`src/hw/rtl/ccls_pkg.sv`:
```
// ----------------------------------------------------------------------------
// ccls_pkg
// Types, constants and helpers shared by the comment line statistics unit.
// ----------------------------------------------------------------------------
`default_nettype none

package ccls_pkg;

   localparam int COUNT_BITS = 32;
   localparam int OUT_BITS   = 32;

   typedef logic [COUNT_BITS-1:0] count_type;
   typedef logic [OUT_BITS-1:0]   out_count_type;

   typedef enum logic [2:0] {
      MODE_NORMAL  = 3'd0,
      MODE_SLASH   = 3'd1,
      MODE_BLOCK   = 3'd2,
      MODE_LINE    = 3'd3,
      MODE_LINE_BS = 3'd4
   } scan_mode_type;

   localparam logic [7:0] CHAR_NEWLINE   = 8'h0a;
   localparam logic [7:0] CHAR_SLASH     = 8'h2f;
   localparam logic [7:0] CHAR_STAR      = 8'h2a;
   localparam logic [7:0] CHAR_BACKSLASH = 8'h5c;
   localparam logic [7:0] CHAR_SPACE     = 8'h20;
   localparam logic [7:0] CHAR_TAB       = 8'h09;

   typedef struct packed {
      scan_mode_type scan_mode;
      logic          prev_was_star;
      count_type     current_line_len;
      count_type     byte_count;
      count_type     comment_count;
      count_type     newline_count;
      count_type     max_line_len;
   } scan_state_type;

   localparam scan_state_type SCAN_STATE_RESET = '{
      scan_mode:        MODE_NORMAL,
      prev_was_star:    1'b0,
      current_line_len: '0,
      byte_count:       '0,
      comment_count:    '0,
      newline_count:    COUNT_BITS'(1),
      max_line_len:     '0
   };

   // low output bits of a counter, zero-extended when the counter is narrower
   function automatic out_count_type cnt_to_out(input count_type value);
      logic [63:0] wide;
      wide = 64'(value);
      return wide[OUT_BITS-1:0];
   endfunction

endpackage

`default_nettype wire

```
`src/hw/rtl/ccls_step.sv`:
```
// ----------------------------------------------------------------------------
// ccls_step
// Next scanner state for one text byte: mode, counters and line lengths.
// ----------------------------------------------------------------------------
`default_nettype none

module ccls_step
   import ccls_pkg::*;
(
   input  wire scan_state_type cur_state,
   input  wire logic [7:0]     text_byte,
   input  wire logic           file_start,
   output scan_state_type      next_state,
   output logic                in_comment
);

   scan_state_type base;
   count_type      line_len;
   count_type      nl_count;
   count_type      nl_max;
   logic           is_nl;

   always_comb begin
      base     = file_start ? SCAN_STATE_RESET : cur_state;
      is_nl    = (text_byte == CHAR_NEWLINE);
      line_len = base.current_line_len + COUNT_BITS'(1);
      // line end: the length here still counts the newline itself
      nl_count = base.newline_count + COUNT_BITS'(1);
      nl_max   = (line_len > base.max_line_len) ? (line_len - COUNT_BITS'(1))
                                                : base.max_line_len;
   end

   // next state
   always_comb begin
      next_state                  = base;
      next_state.byte_count       = base.byte_count + COUNT_BITS'(1);
      next_state.current_line_len = line_len;
      if (is_nl) begin
         next_state.newline_count    = nl_count;
         next_state.max_line_len     = nl_max;
         next_state.current_line_len = '0;
      end
      unique case (base.scan_mode)
         MODE_SLASH: begin
            if (is_nl) begin
               next_state.scan_mode = MODE_NORMAL;
            end else if (text_byte == CHAR_STAR) begin
               next_state.comment_count = base.comment_count + COUNT_BITS'(2);
               next_state.prev_was_star = 1'b0;
               next_state.scan_mode     = MODE_BLOCK;
            end else if (text_byte == CHAR_SLASH) begin
               next_state.comment_count = base.comment_count + COUNT_BITS'(2);
               next_state.scan_mode     = MODE_LINE;
            end else begin
               next_state.scan_mode = MODE_NORMAL;
            end
         end
         MODE_BLOCK: begin
            next_state.comment_count = base.comment_count + COUNT_BITS'(1);
            if (is_nl) begin
               next_state.prev_was_star = 1'b0;
            end else if (base.prev_was_star && text_byte == CHAR_SLASH) begin
               next_state.prev_was_star = 1'b0;
               next_state.scan_mode     = MODE_NORMAL;
            end else begin
               next_state.prev_was_star = (text_byte == CHAR_STAR);
            end
         end
         MODE_LINE: begin
            next_state.comment_count = base.comment_count + COUNT_BITS'(1);
            if (is_nl) begin
               next_state.scan_mode = MODE_NORMAL;
            end else if (text_byte == CHAR_BACKSLASH) begin
               next_state.scan_mode = MODE_LINE_BS;
            end
         end
         MODE_LINE_BS: begin
            next_state.comment_count = base.comment_count + COUNT_BITS'(1);
            // blanks keep the continuation check open, anything else drops it
            if (is_nl || (text_byte != CHAR_SPACE && text_byte != CHAR_TAB)) begin
               next_state.scan_mode = MODE_LINE;
            end
         end
         default: begin
            if (!is_nl && text_byte == CHAR_SLASH) begin
               next_state.scan_mode = MODE_SLASH;
            end else begin
               next_state.scan_mode = MODE_NORMAL;
            end
         end
      endcase
   end

   // outputs
   always_comb begin
      unique case (next_state.scan_mode) inside
         MODE_BLOCK, MODE_LINE, MODE_LINE_BS: in_comment = 1'b1;
         default:                             in_comment = 1'b0;
      endcase
   end

endmodule

`default_nettype wire

```
`src/hw/rtl/c_comment_line_statistics_unit.sv`:
```
// ----------------------------------------------------------------------------
// c_comment_line_statistics_unit
// Scans C source text a byte per beat and reports running byte, comment-byte,
// line and longest-line counts after every byte.
// ----------------------------------------------------------------------------
//
//   channel   direction   handshake               payload
//   req       in          req_valid / req_stall   text_byte, file_start
//   rsp       out         rsp_valid / rsp_stall   four counts, in_comment
//
// one byte per cycle sustained while the result is not stalled; a byte's result
// is registered: the beat lands in the input register, and once the result slot
// is free the step logic passes it into the result register. the longest path is
// a 32-bit increment feeding a compare. reset is synchronous and puts the scanner
// in normal text with zero counts and a line count of one. a stalled result holds
// while one more byte waits in the input register; further beats are stalled
// until the result moves.
//
`default_nettype none

module c_comment_line_statistics_unit
   import ccls_pkg::*;
(
   input  wire logic          clock,
   input  wire logic          reset,
   input  wire logic          req_valid,
   output logic               req_stall,
   input  wire logic [7:0]    req_text_byte,
   input  wire logic          req_file_start,
   output logic               rsp_valid,
   input  wire logic          rsp_stall,
   output out_count_type      rsp_total_bytes,
   output out_count_type      rsp_comment_bytes,
   output out_count_type      rsp_line_total,
   output out_count_type      rsp_longest_line,
   output logic               rsp_in_comment
);

   logic           s1_valid_ff, s1_valid_in;
   logic [7:0]     s1_byte_ff;
   logic           s1_start_ff;
   scan_state_type state_ff, state_in;
   logic           rsp_valid_ff, rsp_valid_in;
   out_count_type  total_ff, comment_ff, lines_ff, longest_ff;
   logic           in_comment_ff;
   logic           step_in_comment;
   logic           advance;
   logic           req_accept;

   ccls_step u_step (
      .cur_state  (state_ff),
      .text_byte  (s1_byte_ff),
      .file_start (s1_start_ff),
      .next_state (state_in),
      .in_comment (step_in_comment)
   );

   // result slot free or being taken this cycle
   assign advance    = !rsp_valid_ff || !rsp_stall;
   assign req_stall  = s1_valid_ff && !advance;
   assign req_accept = req_valid && !req_stall;

   always_comb begin
      s1_valid_in  = req_accept || (s1_valid_ff && !advance);
      rsp_valid_in = advance ? s1_valid_ff : rsp_valid_ff;
   end

   always_ff @(posedge clock) begin
      if (reset) begin
         s1_valid_ff  <= 1'b0;
         rsp_valid_ff <= 1'b0;
         state_ff     <= SCAN_STATE_RESET;
      end else begin
         s1_valid_ff  <= s1_valid_in;
         rsp_valid_ff <= rsp_valid_in;
         if (advance && s1_valid_ff) begin
            state_ff <= state_in;
         end
      end
   end

   always_ff @(posedge clock) begin
      if (req_accept) begin
         s1_byte_ff  <= req_text_byte;
         s1_start_ff <= req_file_start;
      end
      if (advance && s1_valid_ff) begin
         total_ff      <= cnt_to_out(state_in.byte_count);
         comment_ff    <= cnt_to_out(state_in.comment_count);
         lines_ff      <= cnt_to_out(state_in.newline_count);
         longest_ff    <= cnt_to_out(state_in.max_line_len);
         in_comment_ff <= step_in_comment;
      end
   end

   assign rsp_valid         = rsp_valid_ff;
   assign rsp_total_bytes   = total_ff;
   assign rsp_comment_bytes = comment_ff;
   assign rsp_line_total    = lines_ff;
   assign rsp_longest_line  = longest_ff;
   assign rsp_in_comment    = in_comment_ff;

endmodule

`default_nettype wire

```
`config.mk`:
```
export PLATFORM = sky130hd
export DESIGN_NAME = c_comment_line_statistics_unit
export DESIGN_NICKNAME = d
export VERILOG_FILES = /design/src/hw/rtl/ccls_pkg.sv /design/src/hw/rtl/ccls_step.sv /design/src/hw/rtl/c_comment_line_statistics_unit.sv
export SDC_FILE = /design/constraint.sdc
export NUM_CORES = 1
export LEC_CHECK = 0
export BUFFER_PORTS_ARGS = -buffer_cell sky130_fd_sc_hd__buf_2
export CORE_MARGIN = 3
export CORE_UTILIZATION = 38
export DETAILED_ROUTE_END_ITERATION = 8
export GPL_ROUTABILITY_DRIVEN = 0
export MAX_ROUTING_LAYER = met4
export PLACE_DENSITY = 0.64
export SLEW_MARGIN = 20
export SYNTH_ARGS = -nofsm -noshare
export SYNTH_HDL_FRONTEND = slang
export SYNTH_SLANG_ARGS = --single-unit
```
`constraint.sdc`:
```
create_clock -name clock -period 6.95 [get_ports clock]
set_input_delay 1.39 -clock clock [delete_from_list [all_inputs] [get_ports clock]]
set_output_delay 1.39 -clock clock [all_outputs]
set_load 0.01 [all_outputs]
```
==> metrics.md, run 1 <==
| Metric | Value |
|---|---|
| DRC errors left | 0 |
| Pre-antenna DRT Iters | 5 |
| Initial antenna violation count | 0 |
| Most common cell on crit path | ha_1 |
| Io pins | 144 |
| Final Max Slew Viols | 0 |
| Horizontal die dimension | 210 um |
| Slew margin rel. | 35.5% |
| GRT Total Usage | 19.2% |
| Area of the core region | 40400 um2 |
| Multi-input gate area in the final layout | 7750 um2 |
| Final WL | 42.1 mm |
| CTS clock-pin slew for the worst setup and hold paths | 0.06 ns |
| Setup repair after global routing missed its margin | no |
| Post-CTS setup buffers | 0 |
| Startpoint of the most critical register-to-register path | state_ff[128] |
| Number of core rows | 73 |
| Synthesized instance count | 1727 |
| Sequential share of the synthesized area | 47.4% |
| Total non-filler cell area in the finished layout | 18200 um2 |
| Worst clock skew | 0.0225 ns |
| Multiplexer share of the synthesized area | 1.96% |
| Synth warnings | 0 |
| Worst-case vdd ir drop | 0.000187 V |
| Via count | 13200 |
| Type of origin of the critical path | flop |
| Compound-Gate Fraction of Synth Area | 11.6% |
| Layout cell share with drive strength beyond 1 | 14.8% |
| Critical Path Fanout Max | 22 |
| Per-instance average area after synthesis | 9.12 um2 |
| Vias per Instance | 5.55 |
| Cell type group with the largest total delay on the critical path | simple AND/OR/NAND/NOR gates |
| Capturing element type of the critical path | flop |
| Estimated wirelength of the detail-placed design | 27.7 mm |
| Combinational family with the most area after synthesis | simple AND/OR/NAND/NOR gates |
| Worst path required time | 7.39 ns |
| Min-delay src | state_ff[16] |
| Number of maximum-capacitance constraint violations | 0 |
| Xor and xnor area share after synthesis | 6.78% |
| Final setup slack of the worst path | 0.711 ns |
| Routed wire length per instance | 17.7 um |
| Clock sink count | 304 |
| Part of the cycle the worst path needs | 89.8% |
| H-tree level count | 2 |
| Hold Path Depth | 2 |
| Cts bufs inserted | 36 |
| Clock tree root buffer cell | clkbuf_16 |
| Worst Hold Class | reg -> reg |
| Count of routing violations after the opening detailed-route iteration | 1053 |
| Cell Area, Synth | 15800 um2 |
| Setup-violating endpoint count in the final report | 0 |
| Run status | completed |
| Height of the chip | 210 um |
| Post-synthesis share of cell area spent on and, or, nand and nor gates | 25.9% |
| Highest Clock Rate | 160 MHz |
| Highest cell delay on the worst timing path | 0.52 ns |
| Most common cell after layout, fill and taps aside | nand2_1 |
| Power per Cell Area | 234 nW/um2 |
| First-pass GRT wire length | 67.2 mm |
| Crit path arrival time | 6.67 ns |
| Antenna diode instance count | 0 |
| Launching element of the worst setup path | state_ff[128] |
| Worst R2R Path Depth | 16 |
| Fill cell total of the finished layout | 3918 |
| Worst-Skew Late Latency | 0.55 ns |
| Effective utilization at floorplan | 39.0% |
| Async set-reset flop share out of synthesis | 0% |
| Longest Clk Path Bufs | 3 |
| Final worst path period need | 6.24 ns |
| CTS tree | built |
| CP Depth | 16 |
| Sequential standard cell area | 7470 um2 |
| Kind of critical path | reg -> reg |
| Synthesized flop and latch total | 304 |
| Number of flops mapped to enable cells by yosys | 138 |
| Die Area | 44000 um2 |
| Instance area at placement | 16900 um2 |
| Chain of cells forming the critical path | nor2b_1 > ha_1 > nand2b_1 > or4_1 > nor4bb_1 > mux2_2 > ha_1 > nand4_1 > nor4_2 > o2111ai_1 > a211oi_1 > o21ai_0 > a21oi_2 > buf_4 > nand2_1 > o32ai_1 |
| Via count of the first global-routing pass | 12300 |
| Post-detailed-route count of antenna-violating nets | 0 |
| Final net count | 1876 |
| Number of hold buffers added after cts | 0 |
| Number of endpoints with negative hold slack in the final report | 0 |
| Number of unique standard cell types used by synthesis | 79 |
| Commonest non-fill, non-tap cells in the layout | nand2_1, nor2_1, dfxtp_1 |
| Setup TNS | 0 ns |
| Pleak | 6.24 nW |
| Buffers & Inverters on Critical Path | 1 |
| Synth-to-Final Area Change | 15.3% |
| GRT overflow | 0 |
| Primary flip-flop cell chosen by synthesis mapping | dfxtp_1 |
| Syn_nets | 1776 |
| Pre-CTS setup slack | 0.661 ns |
| Largest net degree at the start of global routing | 137 |
| Count of port buffers added during placement | 143 |
| Slowest CP cell | ha_1 |
| Adder and majority cell fraction of the synthesized area | 2.86% |
| Overall power after layout | 0.00425 W |
| Transition time at the pin with the least slew margin | 0.968 ns |
[worst paths after layout]
check | slack (ns) | endpoint
max | 0.71 | state_ff[6]
min | 0.46 | state_ff[16]
max reg2reg | 0.71 | state_ff[6]
min reg2reg | 0.46 | state_ff[16]
[routing by layer]
metal  vias up  share of wire [%]  GRT usage (%)
met5         -                  0              -
met4         0                2.3           5.31
met3        67                6.3           3.23
met2       410                 45           29.1
met1      6328                 47           26.7
li1       6403                  -              -
[report_power, final]
| group | total, W | switching, W | internal, W |
|---|---|---|---|
| Clock | 0.00204 | 0.000778 | 0.00126 |
| Combinational | 0.000249 | 0.000177 | 0.0000719 |
| Sequential | 0.00196 | 0.0000322 | 0.00192 |
| Total | 0.00425 | 0.000987 | 0.00326 |
[sequential cells by signal, summed over array words and instances, names as in the netlist]
register           count
s1_valid_ff            1
rsp_comment_bytes     32
state_ff             164
rsp_total_bytes       32
rsp_longest_line      32
rsp_valid              1
s1_start_ff            1
rsp_in_comment         1
s1_byte_ff             8
rsp_line_total        32
[layout make-up]
cell class                      count  area share, %
Clock buffer                       45           5.37
Clock inverter                     21           1.62
Inverter                           32          0.703
Multi-Input combinational cell   1287           42.7
Sequential cell                   304           41.1
Tap cell                          525           3.62
Timing Repair Buffer              166           4.90
[metrics by stage]
step	hold WS, ns	instances	utilization (%)
global route	0.475	2380	45.0
detailed placement	0.448	2314	41.8
floorplan	0.437	1727	-
global placement	0.444	2314	41.8
finish	0.456	2380	45.0
CTS	0.456	2380	45.0
[worst min-delay path, stage by stage, from the launching register on]
cell	delay [ns]
dfxtp_1	0.31
nand2_1	0.05
a21oi_1	0.05
[Yosys cell counts, types with 5 or more instances]
library cell    n  share of area (%)
o211ai_1        7               0.33
a211oi_1       13               0.62
and2_1          7               0.28
ha_1           36                2.9
a22oi_1        35                1.7
mux2_2          7               0.50
o21ai_0        50                1.6
nor2b_1        38                1.5
buf_1          14               0.33
nand2_1       250                6.0
nand4b_1        6               0.33
dfxtp_1       166                 21
clkbuf_1       70                1.7
nand4_1        32                1.3
xnor2_1        79                4.4
o32ai_1        25                1.4
and3_1         25               0.99
nor2_1        210                5.0
xor2_1         43                2.4
nor4_1         22               0.87
or4_1          12               0.57
nor3_1         66                2.1
o21a_1          9               0.43
a21oi_1        91                2.9
inv_1          31               0.74
buf_2          15               0.48
mux2i_1        23                1.5
or3_1          22               0.87
o31ai_1         6               0.29
and4_1         14               0.78
nand3b_1        6               0.29
nor4_2          5               0.40
edfxtp_1      138                 26
nor3b_1         6               0.29
o21ai_1         6               0.19
nand3_1        54                1.7
nand2b_1        6               0.24
[kinds of logic (layout without fill, tap and decap cells)]
group / Yosys count / after routing
buf+inv: 136 / 264
xor+xnor: 122 / 122
compound gates: 282 / 282
fa+ha+maj: 36 / 36
simple gates: 817 / 817
flops: 304 / 304
mux: 30 / 30
[repair_timing]
| item | in CTS | in global routing |
|---|---|---|
| setup endpoints to repair | 0 | 3 |
| gates resized for setup | 0 | 1 |
| hold endpoints to repair | 0 | 0 |
No activity file was read; power rests on OpenSTA's default activity.
==> run 2: changes to the inputs <==
ABC_CLOCK_PERIOD_IN_PS = 6950   (was default)
CORE_ASPECT_RATIO = 1.5   (was default)
CORE_UTILIZATION = 60   (was 38)
PLACE_DENSITY = 0.89   (was 0.64)
==> metrics.md, run 2 (synthesized netlist as in run 1, its figures left out) <==
| Metric | Value |
|---|---|
| Run status | completed |
| Slew margin rel. | 21.3% (-14 points) |
| Part of the power in the clock network | 40.2% (-7.8 points) |
| Count of routing violations after the opening detailed-route iteration | 1677 (+59%) |
| Most common cell after layout, fill and taps aside | nand2_1 |
| Setup-violating endpoint count in the final report | 0 (unchanged) |
| Fill cell total of the finished layout | 1941 (-50%) |
| Via count of the first global-routing pass | 13100 (+6.6%) |
| Io pins | 144 (unchanged) |
| Clock tree root buffer cell | clkbuf_16 |
| Vias per Instance | 6.27 (+13%) |
| Startpoint of the most critical register-to-register path | s1_start_ff |
| Final non-filler cell total | 2172 (-8.7%) |
| Worst hold slack after final layout | 0.466 ns (+0.00979 ns) |
| Capturing element type of the critical path | flop |
| Post-CTS setup buffers | 0 (unchanged) |
| Setup repair after global routing missed its margin | no |
| Final setup slack of the worst path | 0.805 ns (+0.0943 ns) |
| Setup TNS | 0 ns (unchanged) |
| Number of endpoints with negative hold slack in the final report | 0 (unchanged) |
| Highest Clock Rate | 163 MHz (+1.5%) |
| CTS tree | built |
| Switching power | 0.000887 W (-10%) |
| Effective utilization at floorplan | 61.0% (+22 points) |
| Number of hold buffers added after cts | 0 (unchanged) |
| Cell type group with the largest total delay on the critical path | simple AND/OR/NAND/NOR gates |
| Layout cell share with drive strength beyond 1 | 13.9% (-0.90 points) |
| Kind of critical path | reg -> reg |
| Pleak | 6.03 nW (-3.4%) |
| First-pass GRT wire length | 65.1 mm (-3.0%) |
| Buffers & Inverters on Critical Path | 0 (-1) |
| Multi-input gate area in the final layout | 7740 um2 (about the same) |
| CTS clock-pin slew for the worst setup and hold paths | 0.07 ns (about the same) |
| Register with the most flip-flops | state_ff |
| Power per Cell Area | 210 nW/um2 (-10%) |
| Horizontal die dimension | 138 um (-34%) |
| DRC errors left | 0 (unchanged) |
| Slowest CP cell | nor2_2 |
| Commonest non-fill, non-tap cells in the layout | nand2_1, nor2_1, dfxtp_1 |
| FF-to-FF End | state_ff[6] |
| H-tree level count | 1 (-1) |
| CP Depth | 16 (unchanged) |
| Initial antenna violation count | 0 (unchanged) |
| Crit path arrival time | 6.52 ns (-0.15 ns) |
| Area of the core region | 25900 um2 (-36%) |
| Most common cell on crit path | ha_1 |
| GRT Total Usage | 28.1% (+8.9 points) |
| Via count | 13600 (+3.1%) |
| Antenna diode instance count | 0 (unchanged) |
| Chain of cells forming the critical path | nor2b_1 > ha_1 > nand2b_1 > or4_1 > nor4bb_1 > mux2_2 > ha_1 > nand4_1 > nor4_1 > o211ai_1 > a2111oi_2 > a211oi_1 > a21oi_2 > nor2_1 > nor2_2 > o32ai_1 |
| Number of flip-flops under the largest register name | 164 (unchanged) |
| GRT overflow | 0 (unchanged) |
| Final net count | 1866 (-0.53%) |
| Sequential standard cell area | 7470 um2 (unchanged) |
| Number of placed instances with taps included | 2120 (-8.4%) |
| Launching element of the worst setup path | s1_start_ff |
| Post_cts resized | 0 (unchanged) |
| Reg-to-reg slack, setup | 0.81 ns (+0.09 ns) |
| Worst Hold Class | reg -> reg |
| Final Max Slew Viols | 0 (unchanged) |
| Gate power share | 6.6% (+0.7 points) |
| Pre-antenna DRT Iters | 6 (+1) |
| Overall power after layout | 0.00367 W (-13%) |
| Worst-Skew Late Latency | 0.56 ns (about the same) |
| Final WL | 40.0 mm (-4.9%) |
| Estimated wirelength of the detail-placed design | 26.5 mm (-4.1%) |
| Count of port buffers added during placement | 143 (unchanged) |
| Critical path destination | state_ff[6] |
| Final worst path period need | 6.14 ns (-0.0943 ns) |
| Worst clock skew | 0.0153 ns (-0.00715 ns) |
| Net switching share of the total power | 24.2% (+0.91 points) |
| Largest net degree at the start of global routing | 112 (-18%) |
| Highest cell delay on the worst timing path | 0.85 ns (+0.33 ns) |
| Internal power | 0.00279 W (-14%) |
| Number of core rows | 72 (-1.4%) |
| Transition time at the pin with the least slew margin | 1.18 ns (+0.209 ns) |
| Worst-case vdd ir drop | 0.000169 V (-9.4%) |
| Part of the cycle the worst path needs | 88.4% (-1.4 points) |
| Height of the chip | 204 um (-2.5%) |
| Critical Path Fanout Max | 23 (+4.5%) |
| Post-detailed-route count of antenna-violating nets | 0 (unchanged) |
| Cts bufs inserted | 28 (-22%) |
| Pre-CTS setup slack | 0.952 ns (+0.291 ns) |
| Worst R2R Path Depth | 16 (unchanged) |
| Clock sink count | 304 (unchanged) |
| Worst path required time | 7.32 ns (-0.07 ns) |
| Die Area | 28300 um2 (-36%) |
| Longest Clk Path Bufs | 3 (unchanged) |
| Routed wire length per instance | 18.4 um (+4.3%) |
| Type of origin of the critical path | flop |
| Number of maximum-capacitance constraint violations | 0 (unchanged) |
| Synth-to-Final Area Change | 11.1% |
| Sequential power share | 53.2% (+7.1 points) |
## run 2: layer usage
layer	vias to the layer above	part of all wire [%]	track usage, %
li1	6364	-	-
met1	6495	38	32.5
met2	621	51	49.2
met3	143	6.2	3.04
met4	0	4.8	13.0
met5	-	0	-
## run 2: worst register-to-register path, cell delays in order, from the launching register on
cell	delay [ns]
edfxtp_1	0.54
nor2b_1	0.41
ha_1	0.48
nand2b_1	0.20
or4_1	0.51
nor4bb_1	0.34
mux2_2	0.43
ha_1	0.31
nand4_1	0.15
nor4_1	0.51
o211ai_1	0.21
a2111oi_2	0.39
a211oi_1	0.13
a21oi_2	0.20
nor2_1	0.08
nor2_2	0.85
o32ai_1	0.21
## run 2: layout make-up
type | count | area share, %
Multi-Input combinational cell | 1287 | 44.2
Clock inverter | 15 | 0.529
Clock buffer | 37 | 4.44
Inverter | 32 | 0.729
Timing Repair Buffer | 164 | 5.00
Tap cell | 333 | 2.38
Sequential cell | 304 | 42.7
## run 2: how the worst min path moves through the flow
stage                 start      endpoint  depth (start not counted)
3_5_place_dp   state_ff[16]  state_ff[16]                          2
6_report       state_ff[16]  state_ff[16]                          2
3_3_place_gp   state_ff[15]  state_ff[15]                          2
4_1_cts        state_ff[16]  state_ff[16]                          2
5_1_grt        state_ff[14]  state_ff[14]                          2
2_1_floorplan  state_ff[14]  state_ff[14]                          2
## run 2: power by group through the flow
| stage | Clock, W | Sequential [W] | Combinational, W |
|---|---|---|---|
| finish | 0.00148 | 0.00196 | 0.000242 |
| global route | 0.00156 | 0.00196 | 0.000264 |
| CTS | 0.00149 | 0.00196 | 0.000240 |
| detailed placement | 0 | 0.00199 | 0.000238 |
| global placement | 0 | 0.00199 | 0.000232 |
| floorplan | 0 | 0.00201 | 0.000144 |
## run 2: per-stage QoR
step / area, um2 / utilization (%)
final: 17500 / 67.7
after global routing: 17500 / 67.7
after CTS: 17500 / 67.7
after detailed placement: 16600 / 64.3
after global placement: 16600 / 64.3
after floorplan: 15800 / -
